==> src/sv/ptml_ram.sv <==
// Generic single-port-write, single-port-read RAM with registered read.
// No dependencies.
module ptml_ram #(
    parameter int Width = 32,
    parameter int Depth = 128
) (
    input  logic                     i_clk,
    input  logic                     i_we,
    input  logic [$clog2(Depth)-1:0] i_waddr,
    input  logic [Width-1:0]         i_wdata,
    input  logic [$clog2(Depth)-1:0] i_raddr,
    output logic [Width-1:0]         o_rdata
);
    logic [Width-1:0] r_mem [Depth];

    // Write port and registered read port.
    always_ff @(posedge i_clk) begin
        if (i_we) begin
            r_mem[i_waddr] <= i_wdata;
        end
        o_rdata <= r_mem[i_raddr];
    end
endmodule

==> config.mk <==
export PLATFORM = sky130hd
export DESIGN_NAME = ptml_ram
export DESIGN_NICKNAME = d
export VERILOG_FILES = /design/src/sv/ptml_ram.sv
export SDC_FILE = /design/constraint.sdc
export NUM_CORES = 2
export LEC_CHECK = 0
export BUFFER_PORTS_ARGS = -buffer_cell sky130_fd_sc_hd__buf_2
export CORE_ASPECT_RATIO = 0.9
export CORE_MARGIN = 2
export CORE_UTILIZATION = 60
export CTS_BUF_LIST = sky130_fd_sc_hd__clkbuf_8
export DETAILED_ROUTE_END_ITERATION = 12
export MAX_ROUTING_LAYER = met4
export PLACE_DENSITY = 0.72
export SYNTH_ARGS = -nofsm -noshare
export SYNTH_HDL_FRONTEND = slang
export SYNTH_SLANG_ARGS = --single-unit
==> constraint.sdc <==
create_clock -name i_clk -period 3.7 [get_ports i_clk]
set_input_delay 0.185 -clock i_clk [delete_from_list [all_inputs] [get_ports i_clk]]
set_output_delay 0.185 -clock i_clk [all_outputs]
set_load 0.01 [all_outputs]
## Yosys cells after proc, flatten, opt, wreduce, memory -nomap -nowiden

Memory sizes are Yosys's and may differ from the RTL's. A register that Yosys moved wholly into a read port is not among the register bits.
Index checks and enable logic that the tools add are counted.

- Multiplexer cells: 2

Operator list:

| kind | count |
|---|---|
| 1-bit 2-to-1 mux | 2 |

- Memories: 1
- Logic and storage cells: 3
- Output and inout port bits: 32
- Memory bits (writable): 4096
- Input bits: 48
- Flip-flop bits (word level): 0

Memories:

| memory | depth | width | rd ports | clocked after memory_dff | wr ports | RTL line | source |
|---|---|---|---|---|---|---|---|
| r_mem | 128 | 32 | 1 | 1 | 1 | 14 | `logic [Width-1:0] r_mem [Depth];` |

## Logic depth before layout (Yosys ltp)

- Word-level depth: 2
- Depth in mapped cells: 8
- Gate-level depth less buffers: 4

## Worst setup path after synthesis

No wires, ideal clock.

- Path kind: input to register
- Start: input i_we
- End: memory r_mem[98][0], enable pin
- Data arrival time: 2.963 ns
- Path buffers: 1
- Path slack: 0.276 ns
- Stages on the path: 3
- Data required time: 3.239 ns
- Setup time: 0.461 ns
- Cells stage by stage: clkbuf_1 > nand4_1 > nor3_1

- Longest elaborated chain between the ends: 2

Ends and longest elaborated chain:

| what | RTL line | source |
|---|---|---|
| start: declaration | 8 | `input logic i_we,` |
| 1-bit 2-to-1 mux | 18 | `if (i_we) begin` |
| 1-bit 2-to-1 mux (implied by the code) | 19 | `r_mem[i_waddr] <= i_wdata;` |
| end: declaration | 14 |  |

No other way between the ends.

==> flow_results.org <==
** Outcome
- Status :: completed

** Floorplanning
- The initialized floorplan defines 177 standard-cell rows.
- Die Width :: 542 um
- The region available for standard cell placement spans 259,000 um2.
- Overall die area :: 265,000 um2
- Measured along the y axis, the die boundary spans 488 um.
- Initial core utilization :: 0.604
- Number of primary I/O pins :: 80

** Place
- Hpwl dp :: 225,000 um
- Number of I/O port buffers :: 79
- Routability-driven placement finished with a final weighted congestion of 0.869.

** Worst setup path
- Total number of cells along the worst setup path :: 5
- Element type at the critical path end :: flop
- The slowest stage of the critical path belongs to the cell mux4_2.
- Category of cells accounting for the largest share of critical-path delay :: multiplexers
- Data arrival time at the worst-slack endpoint :: 3.88 ns
- Buffers and inverters on the worst path :: 1
- Critical path class :: reg2reg
- Largest fanout on the critical path :: 1
- By instance count, the cell type seen most on the critical path is mux4_2.
- Counting cells, the worst reg-to-reg path comes to 5.
- Critical-path cell list :: mux4_2, mux4_2, mux4_2, dlygate4sd3_1, mux2_2
- Largest stage delay on the critical path :: 0.66 ns
- The worst setup path is launched from a flop.
- For the worst setup path, the data required time is 4.68 ns.

** Power and ir drop
- For this design the ratio of total power to cell area is 515 nW/um2.
- Of the total power, registers draw 0.568.
- The worst-case IR drop observed on VDD is 0.469 mV.
- Internal power comes to 70.8 mW.
- Of the total power, the share spent switching nets is 0.225.
- Static leakage power :: 55.5 nW
- In this run the power spent charging and discharging nets is 20.6 mW.
- The share of total power dissipated in combinational logic is 0.056.
- Part of the power in the clock network :: 0.376

** STA
- For the final database, setup skew stands at 0.0891 ns.
- Measured against its own limit, the worst slew margin works out to 0.111.
- For the pin with the worst max-slew slack, the measured transition is 1.33 ns.
- TNS Setup :: 0 ns
- Final period utilization :: 0.786
- Highest attainable clock frequency :: 344 MHz
- Pins over their slew limit :: 0
- Number of endpoints with negative hold slack in the final report :: 0
- Unrepaired setup endpoints after global routing :: false
- Final setup vio count :: 0
- Final min period :: 2.91 ns

** Logic synthesis
- Synth Area per Inst :: 26.1 um2
- Number of library cell types mapped by synthesis :: 17
- Yosys warns :: 0
- Count of state elements after synthesis :: 4,128
- For this run, the register share of the synthesized area comes to 0.791.
- Netlist area before placement :: 156,000 um2
- Complex-gate fraction of the synthesized area :: 0
- Of the total synthesized cell area, the portion taken by AND, OR, NAND and NOR gates is 0.00446.
- Largest family of logic cells by synthesized area :: multiplexers
- The portion of synthesized area spent on multiplexers is 0.196.
- Fraction of synthesized cell area in xor and xnor cells :: 0
- Gate Count Post-Synth :: 5,990
- Post-synth net total :: 6,038
- Fraction of the mapped netlist area in adder cells :: 0

** Final layout
- Leaving out fill and tap cells, the most frequent cells in the layout are 4,096 x edfxtp_1, 1,344 x mux4_2, 651 x clkbuf_8.
- In the final layout, the multi-input gates occupy 32,300 um2.
- The sequential cells in the finished layout cover a total of 124,000 um2.
- Layout Utilization :: 0.685
- Area delta synth->final :: 13.4%
- After the last flow step, the layout net total stands at 6,881.
- Most frequent standard cell in the layout excluding fill and tap cells :: edfxtp_1
- Share of layout cells above drive strength 1 :: 0.376
- The filler cells instantiated in the layout total 15,000.

** Clock network
- In this run the clock root is driven by a clkbuf_8.
- The number of gates resized after CTS was 0.
- In this run, CTS created clock tree buffers numbering 631.
- Maximum level of the CTS H-tree :: 6
- Clock tree from TritonCTS :: done
- Post-CTS setup buffer count :: 0
- Clock-pin slew was measured on the worst setup and hold paths at 0.06 ns.
- The longest clock path from root to sink contains 4 buffers.
- Hold bufs inserted after CTS :: 47
- Clock latency on the worst-skew pair, taken at its later pin, is 1.09 ns.
- The clock drives 4,128 sinks.

** Worst hold path
- Counting instances, the worst hold path has a depth of 2.
- Hold WC Path Type :: in2reg

** Detailed routing
- Number of iterations in the first detailed-routing pass :: 5
- Residual antenna-violating net count after detailed routing :: 0
- After detailed routing, the average wire length per cell comes to 37.4 um.
- Total wire length :: 402,000 um
- Vias per cell :: 6.91
- Via Count :: 74,300
- DRT iter0 DRCs :: 12,000
- DRC Markers :: 0

** Run
- Maximum capacitance violations :: 0

** Global route
- Total global routing track utilization :: 0.318
- Pin count of the biggest net entering global routing :: 129
- First-pass GRT wire length :: 560,000 um
- Leftover overflow at the end of global routing :: 0
- The number of antenna violations at the first check in global routing is 50.
- Via count of the first global-routing pass :: 73,500
[sequential cells by signal (all words and copies together) (netlist names)]
signal and flops:
r_mem 4096, o_rdata 32
[cell families (layout without fill, tap and decap cells)]
| logic type | count (synthesis) | in the layout |
|---|---|---|
| buf+inv | 316 | 1636 |
| simple gates | 170 | 170 |
| flops | 4128 | 4128 |
| other cells | 0 | 39 |
| mux | 1376 | 1376 |
[synthesized netlist by cell type]
cell	n	share of area
clkbuf_1	182	0.0044
mux4_2	1344	0.19
buf_2	79	0.0025
buf_6	2	0.00014
buf_4	3	0.00014
nor2b_1	7	0.00028
edfxtp_1	4096	0.79
nand3_1	12	0.00038
dfxtp_1	32	0.0041
or3_1	1	0.000040
nand2_1	14	0.00034
nand4_1	3	0.00012
buf_1	50	0.0012
nor2_1	122	0.0029
nor3_1	9	0.00029
nand2b_1	2	0.000080
mux2_2	32	0.0023
[path summary, 6_finish.rpt]
check                                from                    end  slack [ns]
hold / removal                 i_wdata[2]  r_mem[0][2]$_DFFE_PP_        0.15
setup reg to reg  r_mem[54][15]$_DFFE_PP_    o_rdata[15]$_DFF_P_        0.79
setup / recovery  r_mem[54][15]$_DFFE_PP_    o_rdata[15]$_DFF_P_        0.79
hold reg to reg   r_mem[73][30]$_DFFE_PP_    o_rdata[30]$_DFF_P_        1.12
[metrics by stage]
step	setup WS (ns)	area, um2	instances	power [mW]	hold slack [ns]
after global placement	0.326	165000	9554	57.8	0.550
after CTS	0.797	177000	10700	91.7	0.0495
after global routing	0.747	177000	10700	93.9	0.115
after detailed placement	0.293	165000	9554	57.9	0.554
final	0.792	177000	10800	91.4	0.151
after floorplan	0.276	156000	5990	55.2	0.284
[metal layers]
metal | GRT usage | vias to the layer above | share of wire
met1 | 0.453 | 39900 | 0.37
met2 | 0.456 | 5513 | 0.46
li1 | - | 28200 | -
met5 | - | - | 0
met3 | 0.0972 | 615 | 0.14
met4 | 0.0867 | 0 | 0.028
[power groups by stage]
stage          clock [mW]  combinational (mW)  sequential [mW]
4_1_cts              34.8                5.12             51.9
6_report             34.4                5.15             51.9
5_1_grt              36.8                5.34             51.8
3_3_place_gp            0                4.97             52.8
3_5_place_dp            0                5.06             52.8
2_1_floorplan           0                2.49             52.7
[area by class of cell]
class                      instances  share of cell area
antenna                           39            0.000550
clock buffer                     651              0.0505
clock inverter                   459              0.0132
multi-input combinational       1546               0.182
sequential                      4128               0.697
tap                             3401              0.0240
timing repair buffer             526              0.0322
[worst register-to-register path, cell delays in order, from the launching register on]
cell	delay [ns]
edfxtp_1	0.37
mux4_2	0.47
mux4_2	0.66
mux4_2	0.51
dlygate4sd3_1	0.57
mux2_2	0.26
No activity file was read; power rests on OpenSTA's default activity.
