`src/sv/ptml_div.sv`:
```
// Restoring divider, one quotient bit per cycle, 48-bit dividend.
// Depends on no package; used by the top level for both divisions.
module ptml_div (
    input  logic        i_clk,
    input  logic        i_rst_n,
    input  logic        i_start,
    input  logic [47:0] i_num,
    input  logic [31:0] i_den,
    output logic        o_done,
    output logic [47:0] o_quot
);
    logic [47:0] r_quot;
    logic [32:0] r_rem;
    logic [31:0] r_den;
    logic [5:0]  r_cnt;
    logic        r_busy;
    logic [32:0] n_trial;
    logic [32:0] n_shift;

    // One trial subtraction per cycle.
    always_comb begin
        n_shift = {r_rem[31:0], r_quot[47]};
        n_trial = n_shift - {1'b0, r_den};
    end

    always_ff @(posedge i_clk) begin
        if (!i_rst_n) begin
            r_busy <= 1'b0;
            o_done <= 1'b0;
            r_cnt  <= '0;
        end else begin
            o_done <= 1'b0;
            if (i_start) begin
                r_busy <= 1'b1;
                r_quot <= i_num;
                r_rem  <= '0;
                r_den  <= i_den;
                r_cnt  <= 6'd47;
            end else if (r_busy) begin
                if (!n_trial[32]) begin
                    r_rem  <= n_trial;
                    r_quot <= {r_quot[46:0], 1'b1};
                end else begin
                    r_rem  <= n_shift;
                    r_quot <= {r_quot[46:0], 1'b0};
                end
                r_cnt <= r_cnt - 6'd1;
                if (r_cnt == 6'd0) begin
                    r_busy <= 1'b0;
                    o_done <= 1'b1;
                end
            end
        end
    end
    assign o_quot = r_quot;
endmodule

```
`config.mk`:
```
export PLATFORM = sky130hd
export DESIGN_NAME = ptml_div
export DESIGN_NICKNAME = d
export VERILOG_FILES = /design/src/sv/ptml_div.sv
export SDC_FILE = /design/constraint.sdc
export NUM_CORES = 1
export LEC_CHECK = 0
export BUFFER_PORTS_ARGS = -buffer_cell sky130_fd_sc_hd__buf_4
export CAP_MARGIN = 20
export CORE_ASPECT_RATIO = 0.9
export CORE_MARGIN = 5
export CORE_UTILIZATION = 55
export DETAILED_ROUTE_END_ITERATION = 16
export PLACE_DENSITY = 0.8
export SLEW_MARGIN = 10
export SYNTH_ARGS = -nofsm -noshare
export SYNTH_HDL_FRONTEND = slang
export SYNTH_SLANG_ARGS = --single-unit
```
`constraint.sdc`:
```
create_clock -name i_clk -period 9.42 [get_ports i_clk]
set_input_delay 2.826 -clock i_clk [delete_from_list [all_inputs] [get_ports i_clk]]
set_output_delay 2.826 -clock i_clk [all_outputs]
set_load 0.01 [all_outputs]
```
# == After elaboration in Yosys (flattened, before gate mapping) ==
# Index checks and enable logic that the tools add are counted.
# classes
addsub,2
multipliers,0
n_div,0
magnitude_cmp,0
eq_ne,0
shifts,0
muxes,11
bitwise,2
n_reduce_logical,6
# ops
cell,count
48-bit two-way mux,2
32-bit two-way mux,2
33-bit by 32-bit subtractor with 33-bit output,1
6-bit two-way mux,2
6-bit logical NOT,1
"6-bit by 1-bit subtractor with 6-bit output, second input constant",1
1-bit two-way mux,5
2-bit AND reduction,2
3-bit OR reduction,1
1-bit inverter,2
2-bit nonzero test,1
2-bit OR reduction,1
# totals
ff_bits,120
latchBits,0
ramBits,0
rom_bits,0
in_bits,83
output_inout_bits,49
wordCells,28
n_memories,0

# == Depth between registers and ports, before layout ==
# Gate-level depths: netlist of run 1.
# depth
depth_word,4
mapped_depth,13
depth_no_buf,12

# == Worst setup path after synthesis of run 1 ==
# OpenSTA, ideal clock, no wires.
# synth_timing
kind,input-to-reg
startpoint,in i_start
endpoint,"reg r_quot[0], in the netlist o_quot[0] (enable)"
setup_ps,445
arrival_ps,4980
slack_ps,3994
path_stages,2
path_buffers,1
path_cell_list,clkbuf_1 > o21a_1
# synth_via
elab_chain_len,2
# synth_lines
element,line_no,text
start: declaration,6,"input logic i_start,"
2-bit nonzero test (no source line),-,
2-bit AND reduction (no source line),-,
end signal: assignment,35,r_quot <= i_num;
end signal: assignment,42,"r_quot <= {r_quot[46:0], 1'b1};"
end signal: assignment,45,"r_quot <= {r_quot[46:0], 1'b0};"
end: declaration,12,logic [47:0] r_quot;
# No other way between the ends.
# A chain may end at the register's enable or synchronous reset.

# == Worst setup path in the final report of run 1 ==
# layout_timing
startpoint,in i_start
endpoint,reg r_rem[30] (enable)
# layout_via
elab_chain_len,2
# layout_lines
element,line_no,text
2-bit nonzero test (no source line),-,
2-bit AND reduction (no source line),-,
end signal: assignment,41,r_rem <= n_trial;
end signal: assignment,44,r_rem <= n_shift;
end: declaration,13,logic [32:0] r_rem;
# No other way between the ends.

==> impl_metrics.ini, run 1 <==
[status]
status = finished clean

[detailed_routing]
ant_nets = 0
first_pass_iters = 4
drt-total-wl_um = 15700
routedWlPerCell_um = 18.2
via_per_inst = 5.66
dr_total_vias = 4892
drc = 0
first_iter_violations = 286

[synthesis]
synth_ff_type = edfxtp_1
netlist.area_leader.share = 0.502
synth_cells = 566
yosysMostFrequentCell = edfxtp_1
yosys-top-cells-area = edfxtp_1, mux2_2, ha_1
avgSynthCellArea_um2 = 11.8
syn_area_um2 = 6700
yosysWarnings = 0
synth_edf_count = 112
synth_fp_nets = 684
synth_common_cells = edfxtp_1, mux2_2, nand2_1, inv_1, a21oi_1
yosys.area.top_type = edfxtp_1
yosys_register_bits = 120
synth_seq_area_share = 0.526
async_reset_ff_frac = 0
synth_cell_types = 58

[clocking]
cts_buffers = 17
cts.hold.buffers_added = 0
clock_path_buffers = 2
htreeDepth = 4
clkSinkCount = 120
clk_pin_slew_worst_paths_ns = 0.06
clockRootBuffer = clkbuf_16
clk_latency_ns = 0.42
cts_setup_buffers = 0
cts_resized = 0
cts_tree = yes

[placed_design]
placed_cells = 832
dpl-instance-area_um2 = 7760
place_congestion = 0.928
hpwl_um = 10400
numPortBuffers = 131

[sta]
tightest_slew_ns = 1.01
hold_violations = 0
period_needed_ns = 4.31
fmax_mhz = 232
slew_viol_final = 0
setup_viol = 0
fin_crit_sh = 0.458
tns_ns = 0
fin_skew_ns = 0.00876
holdWs_ns = 0.576
relSlewSlack = 0.328
rsz0062_at_grt = false

[die]
die_area_um2 = 14500
start_util = 0.559
io_pins = 132
rows = 38
die_h_um = 115
coreArea_um2 = 12000
die_w_um = 126

[final_layout]
drive_gt1_frac = 0.316
fillers = 850
fin_util = 0.698
stdcell_area_um2 = 8370
fin_cells = 865
area_delta_synth_final_pct = 24.9
fin_nets = 810
antennaDiodeCount = 0

[job]
drv_cap = 0

[power_and_ir_drop]
p_per_area_nw_per_um2 = 204
seqPwrFrac = 0.390
pwr-share-clk = 0.375
p_int_uw = 1210
power.leakage_uw = 0.00347
vdd_drop_max_mv = 0.172
pwr-share-comb = 0.235
p_switching_uw = 492
swShare = 0.289

[setup_path]
cp.required_ns = 9.50
cp_max_fo = 83
reg2reg_depth = 13
worst_ep_arrival_time_ns = 4.40
path_class = in -> reg
start_kind = input port
critPathCaptureType = flip-flop

[grt]
grt_pass1_vias = 5112
grt_max_degree = 84
grt_pass1_wl_um = 25200
grt.total_usage = 0.221
antenna_found_initial = 0
overflow = 0

[hold_path]
min_path_type = reg -> reg
worstHoldPathCells = 1
-- worst paths after layout --
| path | startpoint | endpoint | slack, ns |
|---|---|---|---|
| hold / removal | o_quot[46] | o_quot[47] | 0.58 |
| setup reg to reg | o_quot[47] | r_rem[0] | 5.91 |
| hold reg to reg | o_quot[46] | o_quot[47] | 0.58 |
| setup / recovery | i_start | r_rem[30] | 5.11 |
-- through the flow --
step | total power [uW] | worst slack, ns
final | 1710 | 5.11
after global routing | 1780 | 5.02
after CTS | 1710 | 4.84
after detailed placement | 1070 | 4.40
after global placement | 1050 | 4.43
after floorplan | 964 | 3.99
-- sequential cells by signal, indices dropped and copies added, names as in the netlist --
signal and flops:
r_cnt 6, o_done 1, o_quot 48, r_den 32, r_busy 1, r_rem 32
-- cell usage in the layout (no fill, tap or decap), drive strengths merged, types with 4 or more instances in the layout --
| cell | count |
|---|---|
| buf | 134 |
| edfxtp | 112 |
| mux2 | 48 |
| nand2 | 46 |
| inv | 44 |
| a21oi | 41 |
| ha | 34 |
| nor2 | 29 |
| xnor2 | 19 |
| clkbuf | 18 |
| mux2i | 16 |
| a21o | 13 |
| nand3 | 12 |
| xor2 | 12 |
| o21ai | 12 |
| o211ai | 8 |
| a31oi | 8 |
| dfxtp | 8 |
| o21a | 8 |
| nand4 | 6 |
| and2 | 6 |
| a21boi | 6 |
| clkinvlp | 6 |
| a211oi | 5 |
| nand2b | 4 |
| nor2b | 4 |
| nor3b | 4 |
| nor3 | 4 |
| o31ai | 4 |
-- final cells by class --
class	count	area, um^2	area share
clock buffer	18	429	0.0513
clock inverter	14	149	0.0178
inverter	41	154	0.0184
multi-input combinational	378	2880	0.345
sequential	120	3520	0.421
tap	160	200	0.0239
timing repair buffer	134	1030	0.123
-- power by group through the flow --
stage / sequential (uW) / combinational [uW] / clock (uW)
3_3_place_gp: 674 / 379 / 0
2_1_floorplan: 676 / 288 / 0
6_report: 665 / 401 / 640
3_5_place_dp: 675 / 392 / 0
4_1_cts: 665 / 397 / 647
5_1_grt: 670 / 441 / 673
-- worst max-delay path, stage by stage --
cell and delay (ns):
buf_4 0.76, o21a_4 0.42, buf_16 0.33
-- cells by family (layout without fill, tap and decap cells) --
family	count (synthesis)	after routing	synth area share
adders and majority gates	35	35	0.0665
muxes	64	64	0.105
DFF	120	120	0.526
xor gates and xnor gates	31	31	0.0405
AOI/OAI and AO/OA	121	121	0.127
buffers and inverters	68	207	0.0448
and+or+nand+nor	127	127	0.0911
-- metal layers --
metal  vias to the layer above  wire [um]  track usage
li1                       2338          -            -
met1                      2346       6330        0.258
met2                       187       7660        0.365
met3                        21       1520        0.101
met4                         0        235       0.0715
met5                         -          0            0
No activity file was read; power rests on OpenSTA's default activity.
==> run 2, diff against run 1 <==
==> constraint.sdc (replaced) <==
create_clock -name i_clk -period 4.2 [get_ports i_clk]
set_input_delay 1.26 -clock i_clk [delete_from_list [all_inputs] [get_ports i_clk]]
set_output_delay 1.26 -clock i_clk [all_outputs]
set_load 0.01 [all_outputs]
==> impl_metrics.ini, run 2 (synthesis results as in run 1) <==
[setup_path]
start_kind = flip-flop
path_cells = inv_1 > ha_1 > fa_1 > nand2b_1 > a21o_1 > a211o_1 > nand2_2 > a221oi_4 > o31ai_2 > o211a_4 > mux2i_1 > nor2_1
path_class = reg -> reg
cp.required_ns = 4.33
crit_buf_inv = 1
crit_path_top_delay_cell = o211a_4
crit_family = compound AO/OA/AOI/OAI gates
crit_path_max_incr_delay_ns = 0.53
critPathCaptureType = flip-flop
worst_ep_arrival_time_ns = 3.49
cp_max_fo = 31

[final_layout]
largest_reg_flops = 48
fillers = 886
layout_commonest_cell = buf_4
antennaDiodeCount = 0
final-seq-area_um2 = 3520
multi_input_area_um2 = 2880
fin_util = 0.701
area_delta_synth_final_pct = 25.3
drive_gt1_frac = 0.316
fin_nets = 814
layout_common_cells = buf_4, edfxtp_1, mux2_2, nand2_1, inv_1

[power_and_ir_drop]
power.leakage_uw = 0.00351
p_per_area_nw_per_um2 = 458
vdd_drop_max_mv = 0.350

[die]
coreArea_um2 = 12000
die_w_um = 126
start_util = 0.559
rows = 38
io_pins = 132
die_area_um2 = 14500
die_h_um = 115

[clocking]
cts.hold.buffers_added = 0
clk_pin_slew_worst_paths_ns = 0.05
clk_latency_ns = 0.42
clock_path_buffers = 2
cts_setup_buffers = 0
cts_tree = yes
cts_resized = 0
clkSinkCount = 120
htreeDepth = 4
cts_buffers = 17
clockRootBuffer = clkbuf_16

[sta]
setup_viol = 0
fin_crit_sh = 0.801
fmax_mhz = 297
period_needed_ns = 3.36
fin_skew_ns = 0.00479
relSlewSlack = 0.336
rsz0062_at_grt = false
tightest_slew_ns = 0.996
hold_violations = 0
slew_viol_final = 0
tns_ns = 0

[detailed_routing]
wl_met3_um = 1500
drc = 0
drt-total-wl_um = 15400
first_pass_iters = 5
first_iter_violations = 346
routedWlPerCell_um = 17.7
met2_length_um = 6950
routed.top_layer = met4
ant_nets = 0
via_per_inst = 5.59
dr_total_vias = 4857
wl_met1_um = 6660

[placed_design]
numPortBuffers = 131
hpwl_um = 10800
place_congestion = 0.914

[grt]
overflow = 0
antenna_found_initial = 0
grt_max_degree = 82
grt_pass1_vias = 5050
grt.total_usage = 0.220
grt_pass1_wl_um = 25200

[hold_path]
min_path_type = reg -> reg

[status]
status = finished clean

[job]
drv_cap = 0
[run 2: stage by stage]
stage               cells  hold slack [ns]  total power, uW  instance area, um^2  setup WS, ns
global route          869            0.600             4030                 8400         0.661
global placement      837            0.542             2370                 7810         0.995
floorplan             566            0.489             2160                 6700         0.340
finish                869            0.560             3840                 8400         0.837
CTS                   869            0.566             3860                 8400         0.866
detailed placement    837            0.546             2400                 7810         0.906
[run 2: final cells by class]
class                   count  area share
clock buffers              18      0.0511
clock inverters            14      0.0186
inverters                  41      0.0183
multi-input cells         378       0.344
flip-flops and latches    120       0.420
well taps                 160      0.0238
repair buffers            138       0.125
[run 2: worst paths after layout]
kind         depth (start not counted)       end        from  slack (ns)
max                                 12  r_rem[3]  o_quot[47]        0.84
min                                  2    o_done      r_busy        0.56
max reg2reg                         12  r_rem[3]  o_quot[47]        0.84
min reg2reg                          2    o_done      r_busy        0.56
[run 2: tightest hold or removal path, cell delays in order (launching register included)]
cell,delay [ns]
dfxtp_1,0.38
nand3_1,0.10
nor2_1,0.04
[run 2: power by group]
part | total, uW | switching (uW) | leakage [uW] | internal, uW
clock network | 1450 | 528 | 0.000280 | 924
logic | 902 | 489 | 0.00209 | 413
registers | 1490 | 52.1 | 0.00114 | 1440
total | 3840 | 1070 | 0.00351 | 2780
[run 2: metal layers]
metal / global-route usage / vias to the layer above
li1: - / 2354
met4: 0.0743 / 0
met3: 0.0924 / 20
met5: 0 / -
met1: 0.277 / 2291
met2: 0.345 / 192
==> run 3, diff against run 2 <==
==> constraint.sdc (replaced) <==
create_clock -name i_clk -period 3.26 [get_ports i_clk]
set_input_delay 0.978 -clock i_clk [delete_from_list [all_inputs] [get_ports i_clk]]
set_output_delay 0.978 -clock i_clk [all_outputs]
set_load 0.01 [all_outputs]
==> impl_metrics.ini, run 3 (synthesis results as in run 1) <==
[status]
status = finished clean

[sta]
period_needed_ns = 3.09
hold_violations = 0
setup_viol = 0
fmax_mhz = 323
fin_skew_ns = 0.00632
relSlewSlack = 0.684
tns_ns = 0
rsz0062_at_grt = false
slew_viol_final = 0
fin_crit_sh = 0.949
holdWs_ns = 0.552
tightest_slew_ns = 0.475

[grt]
overflow = 0
grt.total_usage = 0.225
antenna_found_initial = 0
grt.met2_usage = 0.371
grt_max_degree = 42
grt_pass1_wl_um = 25700
grt_pass1_vias = 5157
top_usage_layer = met2
met1_usage = 0.275
grt_use_met3 = 0.0914

[clocking]
clockRootBuffer = clkbuf_16
clock_path_buffers = 2
cts_setup_buffers = 0
cts_tree = yes
clk_pin_slew_worst_paths_ns = 0.05
cts_buffers = 17
clkSinkCount = 120
htreeDepth = 4
clk_latency_ns = 0.42

[hold_path]
min_path_type = reg -> reg
worstHoldPathCells = 2

[final_layout]
fillers = 881
largest_reg_flops = 48
drive_gt1_frac = 0.324
area_delta_synth_final_pct = 25.8
layout_common_cells = buf_4, edfxtp_1, mux2_2, nand2_1, inv_1
antennaDiodeCount = 0
fin_cells = 872
final-seq-area_um2 = 3520
multi_input_area_um2 = 2900
fin_util = 0.703
fin_nets = 818
layout_commonest_cell = buf_4
stdcell_area_um2 = 8430

[detailed_routing]
drc = 0
first_pass_iters = 8
first_iter_violations = 371
drt-total-wl_um = 15700
ant_nets = 0
via_per_inst = 5.60
dr_total_vias = 4884
routedWlPerCell_um = 18.0

[setup_path]
start_kind = flip-flop
cp_max_fo = 22
regToRegSetupSlack_ns = 0.17
critPathCaptureType = flip-flop
worst_ep_arrival_time_ns = 3.25
reg2reg_depth = 13
cp.required_ns = 3.42
path_class = reg -> reg

[die]
rows = 38
start_util = 0.559
die_area_um2 = 14500
coreArea_um2 = 12000
die_w_um = 126
die_h_um = 115
io_pins = 132

[placed_design]
numPortBuffers = 131
placed_cells = 841
place_congestion = 0.911
hpwl_um = 11300
dpl-instance-area_um2 = 7850

[power_and_ir_drop]
power.leakage_uw = 0.00352
vdd_drop_max_mv = 0.498
p_per_area_nw_per_um2 = 583

[job]
drv_cap = 0
-- run 3: cell types whose count changed in the layout (fill, tap and decap cells not counted), sizes merged --
cell / change
clkinv: -2
buf: +4
inv: +1
clkbuf: -1
bufinv: -1
clkinvlp: +2
-- run 3: where the power goes --
group,leakage [uW],total [uW],switching [uW],internal (uW)
Clock,0.000261,1790,683,1110
Combinational,0.00212,1200,642,557
Sequential,0.00114,1920,69.0,1850
Total,0.00352,4910,1390,3520
-- run 3: metrics by stage --
step / total power (uW) / setup WS [ns]
3_3_place_gp: 3080 / 0.252
4_1_cts: 4920 / 0.102
2_1_floorplan: 2780 / 0.321
3_5_place_dp: 3120 / 0.154
6_report: 4910 / 0.167
5_1_grt: 5160 / 0.0209
-- run 3: timing repair --
action	in CTS	in global routing
resized for setup	0	3
endpoints found under the hold margin	0	0
hold buffers	0	0
endpoints found under the setup margin	0	14
-- run 3: path summary, 6_finish.rpt --
kind	startpoint	to
max reg2reg	o_quot[47]	r_rem[8]
min	r_busy	o_done
min reg2reg	r_busy	o_done
max	o_quot[47]	r_rem[8]
-- run 3: layout make-up --
class                           instances  area share
Sequential cell                       120       0.418
Multi-Input combinational cell        378       0.344
Timing Repair Buffer                  142       0.129
Clock buffer                           17      0.0505
Tap cell                              160      0.0238
Inverter                               41      0.0183
Clock inverter                         14      0.0157
-- run 3: worst max-delay path: stages, from the launching register on --
cell      delay (ns)
edfxtp_1        0.35
inv_1           0.07
ha_1            0.22
fa_1            0.39
nand2b_4        0.16
a21o_1          0.16
a211o_1         0.28
nand2_2         0.11
a221oi_4        0.10
o31ai_2         0.27
o211a_4         0.24
buf_12          0.19
mux2i_2         0.22
nor2_1          0.05
-- run 3: routing by layer --
metal | share of wire | wire [um]
met4 | 0.013 | 206
met2 | 0.49 | 7670
met1 | 0.40 | 6330
met3 | 0.096 | 1510
met5 | 0 | 0
